$ cat config.mk
export PLATFORM = sky130hd
export DESIGN_NAME = af3_merge
export DESIGN_NICKNAME = d
export VERILOG_FILES = /design/src/hw/rtl/af3_pkg.sv /design/src/hw/rtl/af3_merge.sv
export SDC_FILE = /design/constraint.sdc
export NUM_CORES = 1
export LEC_CHECK = 0
export BUFFER_PORTS_ARGS = -buffer_cell sky130_fd_sc_hd__buf_2
export CAP_MARGIN = 20
export CORE_UTILIZATION = 50
export CTS_CLUSTER_SIZE = 40
export DETAILED_ROUTE_END_ITERATION = 6
export PLACE_DENSITY_LB_ADDON = 0.05
export SYNTH_ARGS = -nofsm -noshare
export SYNTH_HDL_FRONTEND = slang
export SYNTH_SLANG_ARGS = --single-unit
export TNS_END_PERCENT = 1
$ cat constraint.sdc
create_clock -name clk -period 9.41 [get_ports clk]
set_input_delay 0.4705 -clock clk [delete_from_list [all_inputs] [get_ports clk]]
set_output_delay 0.4705 -clock clk [all_outputs]
set_load 0.02 [all_outputs]
$ cat src/hw/rtl/af3_pkg.sv
// shared types, widths and reset values of the three-axis admittance filter
`default_nettype none

package af3_pkg;

  localparam int AXES    = 3;
  localparam int FORCE_W = 20;   // sample and bias, Q11.8
  localparam int NET_F_W = 21;   // bias minus sample, no loss
  localparam int STATE_W = 32;   // velocity and offset, Q.24
  localparam int GAIN_W  = 24;
  localparam int DT_W    = 32;
  localparam int LIM_W   = 31;
  localparam int DB_W    = 19;
  localparam int MUL_W   = 33;   // signed operand width of the lane multiplier
  localparam int PROD_W  = 66;
  localparam int ACC_W   = 81;
  localparam int N16_W   = 40;
  localparam int ACCEL_W = 48;
  localparam int SQ_W    = 40;
  localparam int SQSUM_W = 42;
  localparam int DBSQ_W  = 38;
  localparam int CFG_IDX_W = 3;
  localparam int CFG_DATA_W = 32;

  localparam logic [GAIN_W-1:0] INV_MASS_RST  = 24'd8192;
  localparam logic [GAIN_W-1:0] DAMPING_RST   = 24'd20480;
  localparam logic [GAIN_W-1:0] STIFFNESS_RST = 24'd0;
  localparam logic [DT_W-1:0]   TIMESTEP_RST  = 32'd8589935;
  localparam logic [DB_W-1:0]   DEADBAND_RST  = 19'd640;
  localparam logic [LIM_W-1:0]  MAX_VEL_RST   = 31'd4194304;
  localparam logic [LIM_W-1:0]  MAX_OFS_RST   = 31'd3355443;

  typedef enum logic [1:0] {
    CMD_MEASURED = 2'd0,
    CMD_TARE     = 2'd1,
    CMD_DIRECT   = 2'd2
  } cmd_t;

  typedef enum logic [CFG_IDX_W-1:0] {
    CFG_INV_MASS  = 3'd0,
    CFG_DAMPING   = 3'd1,
    CFG_STIFFNESS = 3'd2,
    CFG_TIMESTEP  = 3'd3,
    CFG_DEADBAND  = 3'd4,
    CFG_MAX_VEL   = 3'd5,
    CFG_MAX_OFS   = 3'd6
  } cfg_idx_t;

  typedef enum logic [4:0] {
    ST_IDLE, ST_SQR, ST_SUM, ST_CHK,
    ST_DV, ST_KX, ST_NET, ST_N16,
    ST_MH, ST_ML, ST_AS, ST_ACC,
    ST_TH, ST_TL, ST_TS, ST_V,
    ST_XM, ST_XA, ST_OUT
  } state_t;

  typedef enum logic [4:0] {
    OP_NONE, OP_SQR, OP_SUM, OP_CLR,
    OP_DV, OP_KX, OP_NET, OP_N16,
    OP_MH, OP_ML, OP_AS, OP_ACC,
    OP_TH, OP_TL, OP_TS, OP_V,
    OP_XM, OP_XA
  } lane_op_t;

  typedef struct packed {
    lane_op_t op;
    logic     load;
    logic     tare;
    logic     measured;
  } lane_ctl_t;

endpackage

`default_nettype wire

$ cat src/hw/rtl/af3_merge.sv
// combines the lane squares into the deadband and admit decision
`default_nettype none

module af3_merge (
  input  wire logic                                            clk,
  input  wire logic                                            rst_n,
  input  wire af3_pkg::lane_ctl_t                              ctl,
  input  wire logic [af3_pkg::AXES-1:0][af3_pkg::SQ_W-1:0]     force_sq,
  input  wire logic [af3_pkg::AXES-1:0]                        force_nz,
  input  wire logic [af3_pkg::DB_W-1:0]                        force_deadband,
  output logic                                                 admitted
);

  logic [af3_pkg::DBSQ_W-1:0]  db_sq_r;
  logic [af3_pkg::SQSUM_W-1:0] sq_sum;
  logic                        below;
  logic                        admit_r;

  assign sq_sum = {2'd0, force_sq[0]} + {2'd0, force_sq[1]} + {2'd0, force_sq[2]};
  assign below  = ctl.measured && (sq_sum < {4'd0, db_sq_r});

  // deadband squared, registered so that it tracks the deadband register
  always_ff @(posedge clk) begin
    db_sq_r <= {19'd0, force_deadband} * {19'd0, force_deadband};
  end

  always_ff @(posedge clk) begin
    if (!rst_n) begin
      admit_r <= 1'b0;
    end else if (ctl.load) begin
      admit_r <= 1'b0;
    end else if (ctl.op == af3_pkg::OP_SUM) begin
      admit_r <= !below && (|force_nz);
    end
  end

  assign admitted = admit_r;

endmodule

`default_nettype wire

After elaboration in Yosys (flattened, before gate mapping)
Cells that the tools add are included.
Widths: inputs -> output; s select.
{"block": "word_totals", "regBits": 39, "in_bits": 152, "output_inout_bits": 1, "wordCells": 13}
{"block": "op_classes", "addsub": 2, "multipliers": 1, "magnitude_cmp": 1, "eq_ne": 1, "n_bitwise": 1, "reduce_logical": 5}
{"op": "$add 41x40->42", "count": 1}
{"op": "$lt 42x38->1", "count": 1}
{"op": "$add 40x40->41", "count": 1}
{"op": "$mul 19x19->38", "count": 1}
{"op": "$eq 5x2->1 const B", "count": 1}
{"op": "$reduce_or 3->1", "count": 1}
{"op": "$logic_and 1x1->1", "count": 2}
{"op": "$reduce_or 2->1", "count": 1}
{"op": "$logic_not 1->1", "count": 1}
{"op": "$not 1->1", "count": 1}

Logic depth before layout (Yosys ltp)
{"block": "logic_depth", "depth_word": 6, "depth_mapped": 26, "mapped_depth_nobuf": 24}

Worst setup path before layout
Ideal clock, no wire load.
{"block": "synth_path", "path_kind": "input -> register", "from": "input port force_deadband[11] (netlist bit)", "to": "register db_sq_r[32] (netlist bit)", "setup_ns": 0.119, "t_arrival_ns": 6.105, "slack_ns": 3.185, "path_stages": 24, "path_buffers": 2, "cell_sequence": "clkbuf_1 > clkbuf_1 > nand2_1 > fa_1 > inv_1 > fa_1 > inv_1 > fa_1 > inv_1 > fa_1 > fa_1 > inv_1 > fa_1 > inv_1 > ha_1 > and3_1 > and4_1 > o211ai_1 > a2111oi_2 > nor2_1 > o21ai_2 > o21ai_1 > nor2b_1 > xnor2_1"}
{"block": "synth_via", "elab_chain_cells": 1}
{"element": "start, declared", "line_no": "af3_merge.sv:10", "text": "input wire logic [af3_pkg::DB_W-1:0] force_deadband,"}
{"element": "$mul 19x19->38", "line_no": "af3_merge.sv:24", "text": "db_sq_r <= {19'd0, force_deadband} * {19'd0, force_deadband};"}
{"element": "end signal, assigned", "line_no": "af3_merge.sv:24"}
{"element": "end, declared", "line_no": "af3_merge.sv:14", "text": "logic [af3_pkg::DBSQ_W-1:0] db_sq_r;"}
No other way between the ends.
A chain may end at the register's enable or synchronous reset.

Worst setup path in the final report
{"block": "layout_path", "from": "input port force_deadband[9] (netlist bit)", "to": "register db_sq_r[32] (netlist bit)"}
Same word-level chain as after synthesis.

==> run summary <==
- slack of the worst reg-to-reg path: 6.78 ns
- Core Box Area: 29090 um2
- highest achievable clock rate: 154.6 MHz
- number of buffers added to fix hold violations after cts: 0
- final number of max-transition violations: 0
- HP Start: rst_n
- average instance area after synthesis: 8.899 um2
- layout cell share with drive strength beyond 1: 10.67%
- final weighted congestion in routability-driven placement: 0.8529
- number of diodes: 0
- post-synthesis sequential area ratio: 5.085%
- grt total ovfl: 0
- library cell with the highest instance count after synthesis: sky130_fd_sc_hd__inv_1
- Yosys warnings: 0
- post-layout min period: 6.468 ns
- Total Die Area: 30610 um2
- iteration count of the initial detailed-routing pass: 5
- number of port buffers: 151
- Max Clock Skew: 0.003448 ns
- post-synthesis register bit count: 38
- Hold Crit Class: primary input to register
- horizontal extent of the die: 175.0 um
- Worst R2R Start: db_sq_r[3]
- # rows: 62
- die height: 175.0 um
- synth unique cells: 72
- instance count of the mapped netlist: 1681
- maximum fanout along the worst path: 21
- Crit Path Class: primary input to register
- cell family with the largest share of critical-path delay: adder cells
- post-CTS resize count: 0
- number of buffers on the longest clock path: 2
- instance count after placement with tap cells included: 2176
- total number of vias: 11.16k
- synthesized net count: 2322
- slowest CP cell: sky130_fd_sc_hd__a2111oi_2
- CP Capture Type: register
- Reg-to-Reg End: admitted
- Max-cap violations: 0
- data required time of the critical path: 9.58 ns
- htree depth: 2
- first-pass GRT wire length: 55.42 mm
- Max stage delay on crit path: 0.56 ns
- Worst Reg-to-Reg Cells: 10
- largest net degree at the start of global routing: 22
- Synth Cell Area: 14960 um2
- list of most frequent post-synthesis cells: sky130_fd_sc_hd__inv_1 (405), sky130_fd_sc_hd__fa_1 (289), sky130_fd_sc_hd__ha_1 (200)
- clock buffer count from CTS: 5
- vias in the first global route: 11.71k
- net total in the final layout: 2440
- arrival time at the worst endpoint: 6.64 ns
- Worst Setup Start Kind: primary input
- post-CTS setup buffer count: 0
- Residual DRC: 0
- largest cells by area after synthesis: sky130_fd_sc_hd__fa_1 (39%), sky130_fd_sc_hd__ha_1 (17%), sky130_fd_sc_hd__inv_1 (10%)
- number of filler instances in the final layout: 2767
- Total Routed Length: 32.19 mm
- number of routed nets with antenna violations: 0
- top cell type's share of synthesized area: 38.68%
- Clk Latency, worst-skew pair: 0.28 ns
- Hold Path Depth: 3
- per-cell via count in the routed design: 5.108
- end point of the most critical hold path: admitted
- part of the cycle the worst path needs: 68.74%
- setup violation total in the final timing report: 0
- non-filler cells in the finished layout: 2184
- cell type with the largest total area after synthesis: sky130_fd_sc_hd__fa_1
- Final Hold Viols: 0
- async set or reset register ratio after synthesis: 0%
- setup repair after global routing missed its margin: false
- global-route total usage across every layer: 22.32%
- status: completed
- number of enable flip-flop cells after synthesis: 0
- wire per inst: 14.74 um
- slew at the pin closest to its max-slew limit: 0.5800 ns
- TritonCTS clock tree: yes
- effective utilization at floorplan: 51.42%
- buffer type at the clock tree root: sky130_fd_sc_hd__clkbuf_16
- WP buf/inv: 5
- Critical Path, Cell by Cell: buf_2 -> and2_1 -> inv_1 -> fa_1 -> fa_1 -> fa_1 -> inv_1 -> fa_1 -> fa_1 -> inv_1 -> fa_1 -> inv_1 -> ha_1 -> and3_1 -> and4_1 -> o211ai_1 -> a2111oi_2 -> nor2_1 -> o21ai_2 -> o21ai_1 -> nor2b_1 -> xnor2_1
- Sink Count: 38
- Max transition margin: 61.34%
- clock slew at reported path FFs: 0.05 ns
- number of antenna violations at the first check in global routing: 0
- CP dominant cell by count: sky130_fd_sc_hd__fa_1
- post-DP HPWL: 27.35 mm
- Top FF cell, synth: sky130_fd_sc_hd__dfxtp_1
- top-level I/O count: 153
- aggregate negative setup slack: 0 ns
- layout overhead on the synthesized area: 8.364%
- First DRT Iteration DRCs: 663
-- cell usage in the layout (no fill, tap or decap), drive strengths merged, types with 19 or more instances in the layout --
cell / Yosys / final
inv: 405 / 405
fa: 289 / 289
ha: 200 / 200
nand2: 158 / 158
buf: 1 / 151
a21oi: 83 / 83
and2: 60 / 60
xnor2: 55 / 55
nor2: 53 / 53
o21ai: 52 / 52
dfxtp: 38 / 38
a21o: 27 / 27
nand3: 21 / 21
xor2: 19 / 19
-- per-stage QoR --
step	hold WS, ns	cell area, um2	utilization (%)	worst slack, ns
6_report	0.4612	16210	55.72	2.942
5_1_grt	0.4729	16210	55.72	2.605
4_1_cts	0.4547	16210	55.72	2.929
3_5_place_dp	0.6137	16040	55.15	2.636
3_3_place_gp	0.6247	16040	55.15	2.704
2_1_floorplan	0.4982	14960	-	3.185
-- worst register-to-register path: cells and delay by family, from the launching register on --
family	cells	cell delay [ns]
AO/OA/AOI/OAI	7	1.52
AND/OR/NAND/NOR	1	0.34
flip-flops	1	0.31
adder cells (fa/ha/maj)	1	0.30
buffers and inverters	1	0.04
-- sequential cells by signal, summed over array words and instances (netlist names) --
name,flops
db_sq_r,37
admitted,1
-- worst max path at each step --
stage                        from           to  slack, ns  cells after the start
2_1_floorplan  force_deadband[11]  db_sq_r[32]       3.19                     24
5_1_grt        force_deadband[10]  db_sq_r[32]       2.60                     23
4_1_cts         force_deadband[9]  db_sq_r[32]       2.93                     22
3_3_place_gp    force_deadband[9]  db_sq_r[32]       2.70                     22
6_report        force_deadband[9]  db_sq_r[32]       2.94                     22
3_5_place_dp    force_deadband[9]  db_sq_r[32]       2.64                     20
-- logic make-up (layout without fill, tap and decap cells) --
| logic type | Yosys count | after routing | synth area share, % |
|---|---|---|---|
| buffers and inverters | 446 | 565 | 11.20 |
| AOI/OAI and AO/OA | 248 | 248 | 11.21 |
| DFF | 38 | 38 | 5.085 |
| adders and majority gates | 489 | 489 | 55.40 |
| muxes | 7 | 7 | 0.4768 |
| xor gates and xnor gates | 74 | 74 | 4.333 |
| and+or+nand+nor | 379 | 379 | 12.30 |
-- cell type report --
type	count	area [um2]	share of cell area, %
Sequential cell	38	760.7	4.693
Tap cell	384	480.5	2.964
Multi-Input combinational cell	1197	12520	77.25
Clock inverter	2	37.54	0.2316
Clock buffer	6	128.9	0.7950
Timing Repair Buffer	151	755.7	4.662
Inverter	406	1524	9.401
-- layer usage --
metal / global-route usage (%) / share of wire, % / up-vias
li1: - / - / 5507
met1: 32.67 / 50 / 5362
met2: 36.69 / 45 / 258
met3: 0.9791 / 4.1 / 28
met4: 4.819 / 1.3 / 0
met5: 0 / 0 / -
Power is not shown: default switching activity piles up to over one toggle a cycle in this logic, so the estimate is an artifact.
