### src/hw/rtl/af3_pkg.sv
// shared types, widths and reset values of the three-axis admittance filter
`default_nettype none

package af3_pkg;

  localparam int AXES    = 3;
  localparam int FORCE_W = 20;   // sample and bias, Q11.8
  localparam int NET_F_W = 21;   // bias minus sample, no loss
  localparam int STATE_W = 32;   // velocity and offset, Q.24
  localparam int GAIN_W  = 24;
  localparam int DT_W    = 32;
  localparam int LIM_W   = 31;
  localparam int DB_W    = 19;
  localparam int MUL_W   = 33;   // signed operand width of the lane multiplier
  localparam int PROD_W  = 66;
  localparam int ACC_W   = 81;
  localparam int N16_W   = 40;
  localparam int ACCEL_W = 48;
  localparam int SQ_W    = 40;
  localparam int SQSUM_W = 42;
  localparam int DBSQ_W  = 38;
  localparam int CFG_IDX_W = 3;
  localparam int CFG_DATA_W = 32;

  localparam logic [GAIN_W-1:0] INV_MASS_RST  = 24'd8192;
  localparam logic [GAIN_W-1:0] DAMPING_RST   = 24'd20480;
  localparam logic [GAIN_W-1:0] STIFFNESS_RST = 24'd0;
  localparam logic [DT_W-1:0]   TIMESTEP_RST  = 32'd8589935;
  localparam logic [DB_W-1:0]   DEADBAND_RST  = 19'd640;
  localparam logic [LIM_W-1:0]  MAX_VEL_RST   = 31'd4194304;
  localparam logic [LIM_W-1:0]  MAX_OFS_RST   = 31'd3355443;

  typedef enum logic [1:0] {
    CMD_MEASURED = 2'd0,
    CMD_TARE     = 2'd1,
    CMD_DIRECT   = 2'd2
  } cmd_t;

  typedef enum logic [CFG_IDX_W-1:0] {
    CFG_INV_MASS  = 3'd0,
    CFG_DAMPING   = 3'd1,
    CFG_STIFFNESS = 3'd2,
    CFG_TIMESTEP  = 3'd3,
    CFG_DEADBAND  = 3'd4,
    CFG_MAX_VEL   = 3'd5,
    CFG_MAX_OFS   = 3'd6
  } cfg_idx_t;

  typedef enum logic [4:0] {
    ST_IDLE, ST_SQR, ST_SUM, ST_CHK,
    ST_DV, ST_KX, ST_NET, ST_N16,
    ST_MH, ST_ML, ST_AS, ST_ACC,
    ST_TH, ST_TL, ST_TS, ST_V,
    ST_XM, ST_XA, ST_OUT
  } state_t;

  typedef enum logic [4:0] {
    OP_NONE, OP_SQR, OP_SUM, OP_CLR,
    OP_DV, OP_KX, OP_NET, OP_N16,
    OP_MH, OP_ML, OP_AS, OP_ACC,
    OP_TH, OP_TL, OP_TS, OP_V,
    OP_XM, OP_XA
  } lane_op_t;

  typedef struct packed {
    lane_op_t op;
    logic     load;
    logic     tare;
    logic     measured;
  } lane_ctl_t;

endpackage

`default_nettype wire

### src/hw/rtl/af3_ctrl.sv
// step sequencer shared by the three lanes
`default_nettype none

module af3_ctrl (
  input  wire logic               clk,
  input  wire logic               rst_n,
  input  wire logic               in_valid,
  input  wire logic [1:0]         in_command,
  input  wire logic               admitted,
  input  wire logic               out_free,
  output logic                    in_ready,
  output af3_pkg::lane_ctl_t      ctl,
  output logic                    out_load
);

  af3_pkg::state_t state_r;
  af3_pkg::state_t state_nxt;
  logic            measured_r;
  logic            accept;

  assign accept = (state_r == af3_pkg::ST_IDLE) && in_valid;

  always_comb begin
    state_nxt = state_r;
    unique case (state_r)
      af3_pkg::ST_IDLE: begin
        if (in_valid) begin
          if ((in_command == af3_pkg::CMD_MEASURED) || (in_command == af3_pkg::CMD_DIRECT)) begin
            state_nxt = af3_pkg::ST_SQR;
          end else begin
            state_nxt = af3_pkg::ST_OUT;
          end
        end
      end
      af3_pkg::ST_SQR: state_nxt = af3_pkg::ST_SUM;
      af3_pkg::ST_SUM: state_nxt = af3_pkg::ST_CHK;
      af3_pkg::ST_CHK: state_nxt = admitted ? af3_pkg::ST_DV : af3_pkg::ST_OUT;
      af3_pkg::ST_DV:  state_nxt = af3_pkg::ST_KX;
      af3_pkg::ST_KX:  state_nxt = af3_pkg::ST_NET;
      af3_pkg::ST_NET: state_nxt = af3_pkg::ST_N16;
      af3_pkg::ST_N16: state_nxt = af3_pkg::ST_MH;
      af3_pkg::ST_MH:  state_nxt = af3_pkg::ST_ML;
      af3_pkg::ST_ML:  state_nxt = af3_pkg::ST_AS;
      af3_pkg::ST_AS:  state_nxt = af3_pkg::ST_ACC;
      af3_pkg::ST_ACC: state_nxt = af3_pkg::ST_TH;
      af3_pkg::ST_TH:  state_nxt = af3_pkg::ST_TL;
      af3_pkg::ST_TL:  state_nxt = af3_pkg::ST_TS;
      af3_pkg::ST_TS:  state_nxt = af3_pkg::ST_V;
      af3_pkg::ST_V:   state_nxt = af3_pkg::ST_XM;
      af3_pkg::ST_XM:  state_nxt = af3_pkg::ST_XA;
      af3_pkg::ST_XA:  state_nxt = af3_pkg::ST_OUT;
      af3_pkg::ST_OUT: state_nxt = out_free ? af3_pkg::ST_IDLE : af3_pkg::ST_OUT;
      default:         state_nxt = af3_pkg::ST_IDLE;
    endcase
  end

  always_comb begin
    in_ready     = (state_r == af3_pkg::ST_IDLE);
    out_load     = (state_r == af3_pkg::ST_OUT) && out_free;
    ctl.load     = accept;
    ctl.tare     = accept && (in_command == af3_pkg::CMD_TARE);
    ctl.measured = measured_r;
    unique case (state_r)
      af3_pkg::ST_SQR: ctl.op = af3_pkg::OP_SQR;
      af3_pkg::ST_SUM: ctl.op = af3_pkg::OP_SUM;
      af3_pkg::ST_CHK: ctl.op = admitted ? af3_pkg::OP_NONE : af3_pkg::OP_CLR;
      af3_pkg::ST_DV:  ctl.op = af3_pkg::OP_DV;
      af3_pkg::ST_KX:  ctl.op = af3_pkg::OP_KX;
      af3_pkg::ST_NET: ctl.op = af3_pkg::OP_NET;
      af3_pkg::ST_N16: ctl.op = af3_pkg::OP_N16;
      af3_pkg::ST_MH:  ctl.op = af3_pkg::OP_MH;
      af3_pkg::ST_ML:  ctl.op = af3_pkg::OP_ML;
      af3_pkg::ST_AS:  ctl.op = af3_pkg::OP_AS;
      af3_pkg::ST_ACC: ctl.op = af3_pkg::OP_ACC;
      af3_pkg::ST_TH:  ctl.op = af3_pkg::OP_TH;
      af3_pkg::ST_TL:  ctl.op = af3_pkg::OP_TL;
      af3_pkg::ST_TS:  ctl.op = af3_pkg::OP_TS;
      af3_pkg::ST_V:   ctl.op = af3_pkg::OP_V;
      af3_pkg::ST_XM:  ctl.op = af3_pkg::OP_XM;
      af3_pkg::ST_XA:  ctl.op = af3_pkg::OP_XA;
      default:         ctl.op = af3_pkg::OP_NONE;
    endcase
  end

  always_ff @(posedge clk) begin
    if (!rst_n) begin
      state_r <= af3_pkg::ST_IDLE;
    end else begin
      state_r <= state_nxt;
    end
  end

  always_ff @(posedge clk) begin
    if (accept) begin
      measured_r <= (in_command == af3_pkg::CMD_MEASURED);
    end
  end

endmodule

`default_nettype wire

### config.mk
export PLATFORM = sky130hd
export DESIGN_NAME = af3_ctrl
export DESIGN_NICKNAME = d
export VERILOG_FILES = /design/src/hw/rtl/af3_pkg.sv /design/src/hw/rtl/af3_ctrl.sv
export SDC_FILE = /design/constraint.sdc
export NUM_CORES = 1
export LEC_CHECK = 0
export ABC_AREA = 0
export BUFFER_PORTS_ARGS = -buffer_cell sky130_fd_sc_hd__buf_2
export CORE_AREA = 5 5 42 44
export DETAILED_ROUTE_END_ITERATION = 10
export DIE_AREA = 0 0 47 49
export SLEW_MARGIN = 40
export SYNTH_ARGS = -nofsm -noshare
export SYNTH_HDL_FRONTEND = slang
export SYNTH_SLANG_ARGS = --single-unit
### constraint.sdc
create_clock -name clk -period 2.23 [get_ports clk]
set_clock_uncertainty 0.15 [all_clocks]
set_input_delay 0.1115 -clock clk [delete_from_list [all_inputs] [get_ports clk]]
set_output_delay 0.1115 -clock clk [all_outputs]
set_load 0.03 [all_outputs]
# After elaboration in Yosys (flattened, before gate mapping)
# Cells that the tools add are included.
dict set report totals {
  in_bits 7
  out_inout_bits 10
  wordCells 36
  register_bits 6
}
dict set report op_classes {
  muxes 7
  n_eq_ne 21
  reduce_logical 6
}
# cell n
set op_table {}
lappend op_table {{$pmux W5 S19} 1}
lappend op_table {{$pmux W5 S17} 1}
lappend op_table {{$eq A5 B4 Y1 const B} 8}
lappend op_table {{$eq A5 B3 Y1 const B} 4}
lappend op_table {{$mux W5} 4}
lappend op_table {{$eq A5 B5 Y1 const B} 3}
lappend op_table {{$eq A5 B2 Y1 const B} 2}
lappend op_table {{$eq A5 B1 Y1 const B} 1}
lappend op_table {{$logic_not A5 Y1} 1}
lappend op_table {{$logic_and A1 B1 Y1} 3}
lappend op_table {{$eq A2 B1 Y1 const B} 1}
lappend op_table {{$eq A2 B2 Y1 const B} 1}
lappend op_table {{$logic_not A2 Y1} 1}
lappend op_table {{$mux W2} 1}
lappend op_table {{$ne A2 B2 Y1 const B} 1}
lappend op_table {{$logic_or A1 B1 Y1} 1}

# Logic depth before layout (Yosys ltp)
# Gate-level depths: netlist of run 1.
dict set report depth {
  ltp_word 5
  ltp_mapped 5
  ltp_nobuf 4
}

# Worst setup path before layout of run 1
# Ideal clock, no wire load.
dict set report synth_path {
  kind {reg2out}
  startpoint {register state_r[2]}
  endpoint {output port ctl[1] (netlist name)}
  stages_incl_launch_ff 6
  setup_slack_ps 210
  t_required_ps 1969
  t_arrival_ps 1758
  n_path_buf 1
  path_cell_list {dfxtp_1 or2_1 buf_6 nor4_4 and2_1 and3b_1}
}
# item line_no
set synth_lines {}
lappend synth_lines {{start: declaration} af3_ctrl.sv:16} ;# af3_pkg::state_t state_r;
lappend synth_lines {{start signal: assignment} af3_ctrl.sv:87} ;# state_r <= af3_pkg::ST_IDLE;
lappend synth_lines {{start signal: assignment} af3_ctrl.sv:89} ;# state_r <= state_nxt;
lappend synth_lines {{end: declaration} af3_ctrl.sv:12} ;# output af3_pkg::lane_ctl_t ctl,

==> impl_metrics.json, run 1 <==
{
  "cts_buffer_depth": 2,
  "synth.largest_area_cell": "dfxtp_1",
  "numPortBuffers": 16,
  "insertedDiodeCount": 0,
  "post-route-period-util_pct": 91.82,
  "crit_path_top_delay_cell": "dfxtp_1",
  "area_growth_pct": 22.53,
  "crit_path_start_kind": "flop",
  "crit_type": "flop to output pin",
  "hold_depth": 2,
  "layout_commonest_cell": "buf_2",
  "ys_types": 29,
  "critical_path.top_delay_family": "simple AND/OR/NAND/NOR gates",
  "syn_area_um2": 455.4,
  "die_w_um": 47,
  "vias": 444,
  "fin_tns_setup_ns": 0,
  "drt-wirelength-per-cell_um": 11.47,
  "synth_area_leaders": "dfxtp_1, nor2_1, edfxtp_1",
  "syn_avg_cell_area_um2": 7.990,
  "first_pass_iters": 4,
  "start_util_pct": 32.50,
  "io_pins": 17,
  "ys_seq_area_share_pct": 28.57,
  "setup_viol": 0,
  "max_freq_mhz": 488.4,
  "hold_class": "input pin to flop",
  "path_clk_slew_ns": 0.06,
  "synth_cells": 57,
  "yosys_warnings": 0,
  "layout_common_cells": "buf_2, nor2_1, nor3_1, dfxtp_1",
  "power_density_nw_per_um2": 1242,
  "crit_fanout": 8,
  "root_buffer": "clkbuf_4",
  "status": "completed",
  "track_usage_pct": 9.245,
  "cp_cell_sequence": "or2_1 > nor4_4 > and2_1 > and3b_1 > buf_2",
  "synth_nets": 64,
  "holdPathEnd": "measured_r",
  "fin_crit_ns": 2.048,
  "die_area_um2": 2303,
  "cts_tree": "done",
  "cts_buffers": 3,
  "drc": 0,
  "synth-edff-count": 1,
  "htree_levels": 1,
  "hold_start": "in_command[0]",
  "path_depth": 5,
  "ys_ff_latch": 6,
  "viasPerCell": 4.989,
  "fp.dieH_um": 49,
  "cp_num_buf_inv": 1,
  "cts_num_sinks": 6,
  "synth_top_area_share_pct": 21.98,
  "drtIter0Drc": 8,
  "antenna_left": 0,
  "dp.final_hpwl_um": 752.8,
  "synth-main-ff-cell": "dfxtp_1",
  "maxCapViolCount": 0,
  "power.static_leakage_uw": 0.0002655,
  "cp_data_required_time_ns": 1.97,
  "rr_endpoint": "state_r[4]",
  "worst_setup_path_end_kind": "output pin",
  "hold_viol": 0,
  "drive_above_1_share_pct": 31.51,
  "grt_setup_unrepaired": "false",
  "grt_max_degree": 12,
  "wirelength_mm": 1.021,
  "max-vdd-ir-drop_mv": 0.4616,
  "antenna_found_initial": 0,
  "gp_congestion": 0.8022,
  "grt_overflow": 0,
  "fp-row-count": 14,
  "final_max_slew_viol_count": 0,
  "grt_pass1_vias": 366,
  "rrSetupSlack_ns": 0.48,
  "layout.nets": 81,
  "worst_path_largest_cell_delay_ns": 0.36,
  "cp.arrival_ns": 1.79,
  "async_reset_ff_share_pct": 0,
  "relSlewSlack_pct": 70.08,
  "grt_pass1_wl_mm": 1.580,
  "core_um2": 1401,
  "fin_util_pct": 39.82,
  "tightest_slew_ns": 0.4481,
  "clock_latency_ns": 0.25,
  "timing.rr.start": "state_r[1]",
  "reg2regPathDepth": 3
}
final cells by class:
type                       count  area [um^2]
timing repair buffer          18        97.59
fill                         172        843.3
tap                           16        20.02
clock buffer                   4        26.28
multi-input combinational     42        272.8
inverter                       3        11.26
sequential                     6        130.1
kinds of logic after synthesis:
logic type	Yosys count	share of synthesized area, %
AO/OA/AOI/OAI	11	18.40
XOR/XNOR	1	1.923
buffers and inverters	9	11.54
flip-flops	6	28.57
multiplexers	1	3.296
AND/OR/NAND/NOR	29	36.27
registers in the layout, indices dropped and copies added (netlist names):
name and count:
measured_r 1, state_r 5
where the power goes:
part | total, uW | switching [uW] | internal, uW | leakage [uW]
Clock | 111 | 43.4 | 68.0 | 0.0000150
Combinational | 387 | 234 | 153 | 0.000200
Sequential | 194 | 55.8 | 139 | 0.0000506
synth_stat cells, types with 2 or more instances:
cell / number
inv_1: 3
buf_2: 3
nand2_1: 3
a21oi_1: 3
nand3_1: 2
buf_4: 2
nor2b_1: 2
dfxtp_1: 5
o21a_1: 2
nor3_1: 5
nor2_1: 9
how the worst max path moves through the flow:
stage	endpoint	startpoint	slack (ns)
final	ctl[1]	state_r[2]	0.18
after global routing	ctl[1]	state_r[2]	0.07
after CTS	ctl[1]	state_r[2]	0.18
after detailed placement	ctl[1]	state_r[2]	0.45
after global placement	state_r[4]	state_r[1]	0.49
after floorplan	ctl[1]	state_r[2]	0.21
layer usage:
layer  track usage (%)  up-vias  share of wire, %
li1                  -      233                 -
met2             12.90       11                45
met4             1.382        0              0.69
met5                 0        -                 0
met1             12.39      198                48
met3             5.535        2               5.7
metrics by stage:
step | instance area, um^2 | cells | setup slack [ns] | hold WS (ns) | total power, uW
2_1_floorplan | 455.4 | 57 | 0.2101 | 0.1358 | 513.6
3_3_place_gp | 521.8 | 84 | 0.4927 | 0.2501 | 580.4
3_5_place_dp | 521.8 | 84 | 0.4469 | 0.2564 | 579.1
4_1_cts | 558.0 | 89 | 0.1815 | 0.004787 | 698.6
5_1_grt | 558.0 | 89 | 0.06593 | 0.01523 | 736.5
6_report | 558.0 | 89 | 0.1823 | 0.01421 | 692.8
repair_timing:
| item | in CTS | in global routing |
|---|---|---|
| resized for setup | 0 | 0 |
| endpoints found under the setup margin | 0 | 0 |
| hold endpoints to repair | 1 | 0 |
| buffers inserted | 0 | 0 |
| hold buffers | 1 | 0 |
Power figures use the tool's default switching activity.
==> run 2, diff against run 1 <==
--- a/config.mk
+++ b/config.mk
@@ -8,3 +8,2 @@
 export ABC_AREA = 0
-export BUFFER_PORTS_ARGS = -buffer_cell sky130_fd_sc_hd__buf_2
 export CORE_AREA = 5 5 42 44
@@ -12,2 +11,3 @@
 export DIE_AREA = 0 0 47 49
+export DONT_BUFFER_PORTS = 1
 export SLEW_MARGIN = 40
--- a/constraint.sdc
+++ b/constraint.sdc
@@ -4,2 +4,2 @@
 set_output_delay 0.1115 -clock clk [all_outputs]
-set_load 0.03 [all_outputs]
+set_load 0.02 [all_outputs]
==> run 2 against run 1 <==
Compared with the run above:
- wire length shrank 2.6%
- final area shrank 3.1%
- sequential power grew 14%
- non-clock buffer count shrank 9
- critical path type is now flop to flop
- critical endpoint is now state_r[4]
- largest cell class unchanged
- highest routed layer unchanged
==> impl_metrics.json, run 2 (synthesized netlist as in run 1, its figures left out) <==
{
  "status": "completed",
  "grt_overflow": 0,
  "top_layer_used": "met4",
  "layout_commonest_cell": "nor2_1",
  "cp.arrival_ns": 2.04,
  "max-vdd-ir-drop_mv": 0.4592,
  "critPathLaunch": "state_r[2]",
  "grt_pass1_wl_mm": 1.538,
  "final_max_slew_viol_count": 0,
  "tightest_slew_ns": 0.5144,
  "power_density_nw_per_um2": 1189,
  "timing.rr.start": "state_r[2]",
  "crit_path_top_delay_cell": "dlygate4sd3_1",
  "vias": 406,
  "die_area_um2": 2303,
  "first_pass_iters": 4,
  "insertedDiodeCount": 0,
  "cp_data_required_time_ns": 2.22,
  "grt_max_degree": 13,
  "cts_resized": 0,
  "cts_buffer_depth": 2,
  "wl_met3_um": 98,
  "crit_path_start_kind": "flop",
  "hold_class": "input pin to flop",
  "clock_latency_ns": 0.25,
  "drt-wirelength-per-cell_um": 12.43,
  "hold_viol": 0,
  "post-cts-setup-buffers": 0,
  "viasPerCell": 5.075,
  "placed_area_um2": 464.2,
  "dp.final_hpwl_um": 747.1,
  "numPortBuffers": 0,
  "power.static_leakage_uw": 0.0002262,
  "rrSetupSlack_ns": 0.18,
  "relSlewSlack_pct": 65.55,
  "root_buffer": "clkbuf_4",
  "met1_length_um": 418,
  "gp_congestion": 0.7336,
  "crit_fanout": 8,
  "hold_start": "in_valid",
  "fp-row-count": 14,
  "io_pins": 17,
  "crit_type": "flop to flop",
  "path_clk_slew_ns": 0.05,
  "track_usage_pct": 9.457,
  "core_um2": 1401,
  "worst_path_largest_cell_delay_ns": 0.58,
  "drive_above_1_share_pct": 15.63,
  "setup_viol": 0,
  "layout_common_cells": "nor2_1, nor3_1, dlygate4sd3_1, dfxtp_1, buf_4",
  "start_util_pct": 32.50,
  "grt_pass1_vias": 374,
  "fp.dieH_um": 49,
  "cts_buffers": 3,
  "max_freq_mhz": 487.5,
  "drtIter0Drc": 16,
  "die_w_um": 47,
  "maxCapViolCount": 0,
  "critical_path.top_delay_family": "simple AND/OR/NAND/NOR gates",
  "cp_num_buf_inv": 1,
  "fin_util_pct": 38.57,
  "fin_tns_setup_ns": 0,
  "wl_met2_um": 467,
  "antenna_found_initial": 0,
  "htree_levels": 1,
  "top_register": "state_r",
  "cts_num_sinks": 6,
  "design_area_um2": 540.5,
  "largestRegisters": "state_r: 5 flops, measured_r: 1 flops",
  "cts_tree": "done",
  "wirelength_um": 994,
  "post-route-period-util_pct": 91.98,
  "drc": 0,
  "grt_setup_unrepaired": "false",
  "largest_reg_flops": 5,
  "layout.nets": 72,
  "antenna_left": 0,
  "area_growth_pct": 18.68,
  "fin_crit_ns": 2.051,
  "worst_setup_path_end_kind": "flop",
  "cp_cell_sequence": "or2_1 > nor4_4 > a221oi_2 > dlygate4sd3_1 > o31a_1"
}
[run 2: cell count changes in the layout (fill, tap and decap cells not counted), sizes merged]
cell and delta:
buf -13, dlygate4sd3 +4
[run 2: repair_timing]
item                                    in CTS  in global routing
hold buffers                                 5                  0
hold endpoints to repair                     5                  0
endpoints found under the setup margin       0                  0
[run 2: stage by stage]
stage               hold slack, ns  instances  power [uW]  setup slack [ns]
finish                    0.007300         80       642.6            0.1789
detailed placement          0.1455         71       526.5            0.4805
global route               0.01222         80       689.4           0.06567
CTS                       0.004343         80       649.4            0.1783
global placement            0.1405         71       525.8            0.4570
floorplan                   0.1358         57       474.2            0.3803
[run 2: layout make-up]
type / count / area (um^2)
multi-input cells: 42 / 272.8
clock buffers: 4 / 26.28
repair buffers: 9 / 80.08
inverters: 3 / 11.26
flip-flops and latches: 6 / 130.1
fillers: 163 / 860.8
well taps: 16 / 20.02
[run 2: power by group]
| part | leakage, uW | internal [uW] | switching, uW |
|---|---|---|---|
| clock network | 0.0000150 | 67.8 | 39.9 |
| logic | 0.000161 | 153 | 160 |
| registers | 0.0000506 | 139 | 82.4 |
| total | 0.000226 | 360 | 283 |
[run 2: worst reg2reg max path, stage by stage (launching register included)]
cell	delay, ns
dfxtp_1	0.36
or2_1	0.33
nor4_4	0.29
a221oi_2	0.14
dlygate4sd3_1	0.58
o31a_1	0.10
[run 2: path summary, 6_finish.rpt]
check / to / cells after the start
worst max-delay path: state_r[4] / 5
worst min-delay path: state_r[1] / 3
worst max register to register: state_r[4] / 5
worst min register to register: state_r[2] / 2
[run 2: layer usage]
metal,vias to the layer above,GRT usage (%)
met5,-,0
met4,0,2.765
met3,2,8.487
met2,10,12.90
met1,179,10.62
li1,215,-
==> run 3, diff against run 2 <==
ABC_AREA = 1   (was 0)
==> run 3 against run 2 <==
Compared with the run above:
- clock power is essentially flat
- synthesized area grew 21%
- first-iteration DRC count shrank 19%
- critical path type unchanged
==> impl_metrics.json, run 3 <==
{
  "status": "completed",
  "fp-row-count": 14,
  "synth_area_leaders": "nand2_1, dfxtp_1, nor2_1",
  "timing.rr.start": "state_r[4]",
  "synth_top_area_share_pct": 19.13,
  "cts_tree": "done",
  "cts_buffers": 3,
  "synth-edff-count": 1,
  "die_w_um": 47,
  "top_register": "state_r",
  "synth_cells": 94,
  "post-route-period-util_pct": 92.54,
  "crit_fanout": 10,
  "power_density_nw_per_um2": 1195,
  "synth_nets": 101,
  "yosysMostFrequentCell": "nand2_1",
  "layout.nets": 111,
  "numPortBuffers": 0,
  "worst_setup_path_end_kind": "flop",
  "tightest_slew_ns": 0.4721,
  "io_pins": 17,
  "drtIter0Drc": 13,
  "crit_path_start_kind": "flop",
  "relSlewSlack_pct": 68.39,
  "worst_path_largest_cell_delay_ns": 0.59,
  "htree_levels": 1,
  "hold_depth": 4,
  "yosys_warnings": 0,
  "area_growth_pct": 18.00,
  "setup_viol": 0,
  "crit_type": "flop to flop",
  "ys_types": 22,
  "power.static_leakage_uw": 0.0003334,
  "drt-wirelength-per-cell_um": 11.09,
  "power_uw": 774.8,
  "grt_pass1_vias": 512,
  "async_reset_ff_share_pct": 0,
  "grt_max_degree": 11,
  "holdPathEnd": "state_r[1]",
  "cp.arrival_ns": 2.10,
  "cts_resized": 0,
  "final_max_slew_viol_count": 0,
  "wirelength_mm": 1.320,
  "syn_area_um2": 549.3,
  "antenna_found_initial": 0,
  "largest_reg_flops": 5,
  "synth-main-ff-cell": "dfxtp_1",
  "layout_common_cells": "nand2_1, nor2_1, inv_1",
  "cp_cell_sequence": "inv_1 > nand3_2 > inv_1 > nand2_1 > nand2_1 > a21oi_1 > dlygate4sd3_1",
  "critical_path.top_delay_family": "buffers and inverters",
  "path_clk_slew_ns": 0.05,
  "viasPerCell": 5.050,
  "track_usage_pct": 12.29,
  "syn_avg_cell_area_um2": 5.843,
  "synth.largest_area_cell": "nand2_1",
  "fillers": 153,
  "hold_viol": 0,
  "largestRegisters": "state_r: 5 flops, measured_r: 1 flops",
  "antenna_left": 0,
  "fp.dieH_um": 49,
  "start_util_pct": 39.20,
  "fin_crit_ns": 2.064,
  "ys_seq_area_share_pct": 23.69,
  "cp_num_buf_inv": 3,
  "ys_ff_latch": 6,
  "hold_start": "in_command[0]",
  "cts_num_sinks": 6,
  "max_freq_mhz": 484.6,
  "reg2regPathDepth": 7,
  "met1_usage_pct": 14.63,
  "drive_above_1_share_pct": 17.48,
  "drc": 0,
  "grt_setup_unrepaired": "false",
  "dp.final_hpwl_mm": 1.059,
  "rrSetupSlack_ns": 0.17,
  "die_area_um2": 2303,
  "max-vdd-ir-drop_mv": 0.5334,
  "rr_endpoint": "state_r[0]",
  "root_buffer": "clkbuf_4",
  "first_pass_iters": 5,
  "grt_most_used_layer": "met2",
  "clock_latency_ns": 0.24,
  "hold_class": "input pin to flop",
  "fin_tns_setup_ns": 0,
  "use_met3_pct": 4.059,
  "grt_overflow": 0,
  "insertedDiodeCount": 0,
  "layout_commonest_cell": "nand2_1",
  "grt_pass1_wl_mm": 2.104,
  "crit_path_top_delay_cell": "dfxtp_1",
  "gp_congestion": 0.8680,
  "vias": 601,
  "cts_buffer_depth": 2,
  "ys_top_cells_by_count": "nand2_1, nor2_1, inv_1",
  "cp_data_required_time_ns": 2.27,
  "use_met2_pct": 19.46,
  "core_um2": 1401,
  "maxCapViolCount": 0
}
==> run 3: worst max-delay path by stage <==
stage / endpoint / slack (ns) / startpoint / cells past startpoint
finish: state_r[0] / 0.17 / state_r[4] / 7
global route: state_r[0] / 0.01 / state_r[4] / 7
CTS: state_r[0] / 0.19 / state_r[4] / 7
detailed placement: measured_r / 0.62 / state_r[2] / 3
global placement: measured_r / 0.64 / state_r[4] / 3
floorplan: ctl[4] / 0.66 / state_r[2] / 4
==> run 3: layout make-up <==
| class | count | area [um^2] | area share [%] |
|---|---|---|---|
| clock buffers | 4 | 26.28 | 4.054 |
| inverters | 14 | 52.55 | 8.108 |
| multi-input cells | 71 | 344.1 | 53.09 |
| flip-flops and latches | 6 | 130.1 | 20.08 |
| well taps | 16 | 20.02 | 3.089 |
| repair buffers | 8 | 75.07 | 11.58 |
==> run 3: tightest hold or removal path: stages <==
cell and delay (ns):
inv_1 0.09, nor2_2 0.06, nor2_1 0.10, a21oi_1 0.07
==> run 3: kinds of logic (layout without fill, tap and decap cells) <==
kind of cell    after synthesis  count (layout)  synth area share, %
simple gates                 65              65                56.49
buf+inv                      17              26                13.67
compound gates                6               6                6.150
flops                         6               6                23.69
==> run 3: per-stage QoR <==
step / utilization, % / instances / hold slack, ns / setup slack (ns) / instance area, um^2
3_3_place_gp: 40.09 / 109 / 0.1240 / 0.6362 / 561.8
4_1_cts: 46.25 / 119 / 0.06953 / 0.1855 / 648.1
3_5_place_dp: 40.09 / 109 / 0.1263 / 0.6201 / 561.8
2_1_floorplan: - / 94 / 0.1080 / 0.6562 / 549.3
6_report: 46.25 / 119 / 0.07500 / 0.1663 / 648.1
5_1_grt: 46.25 / 119 / 0.09610 / 0.01318 / 648.1
==> run 3: what timing repair did <==
item	CTS	global route
buffers inserted	0	0
hold buffers	6	0
hold endpoints to repair	6	0
==> run 3: routing by layer <==
metal / up-vias / wire length [um]
met5: - / 0
met4: 0 / 15
met3: 4 / 88
met2: 25 / 671
met1: 259 / 544
li1: 313 / -
==> run 3: power by group <==
part	internal [uW]	switching, uW
Clock	68.0	42.7
Sequential	147	62.9
Combinational	138	316
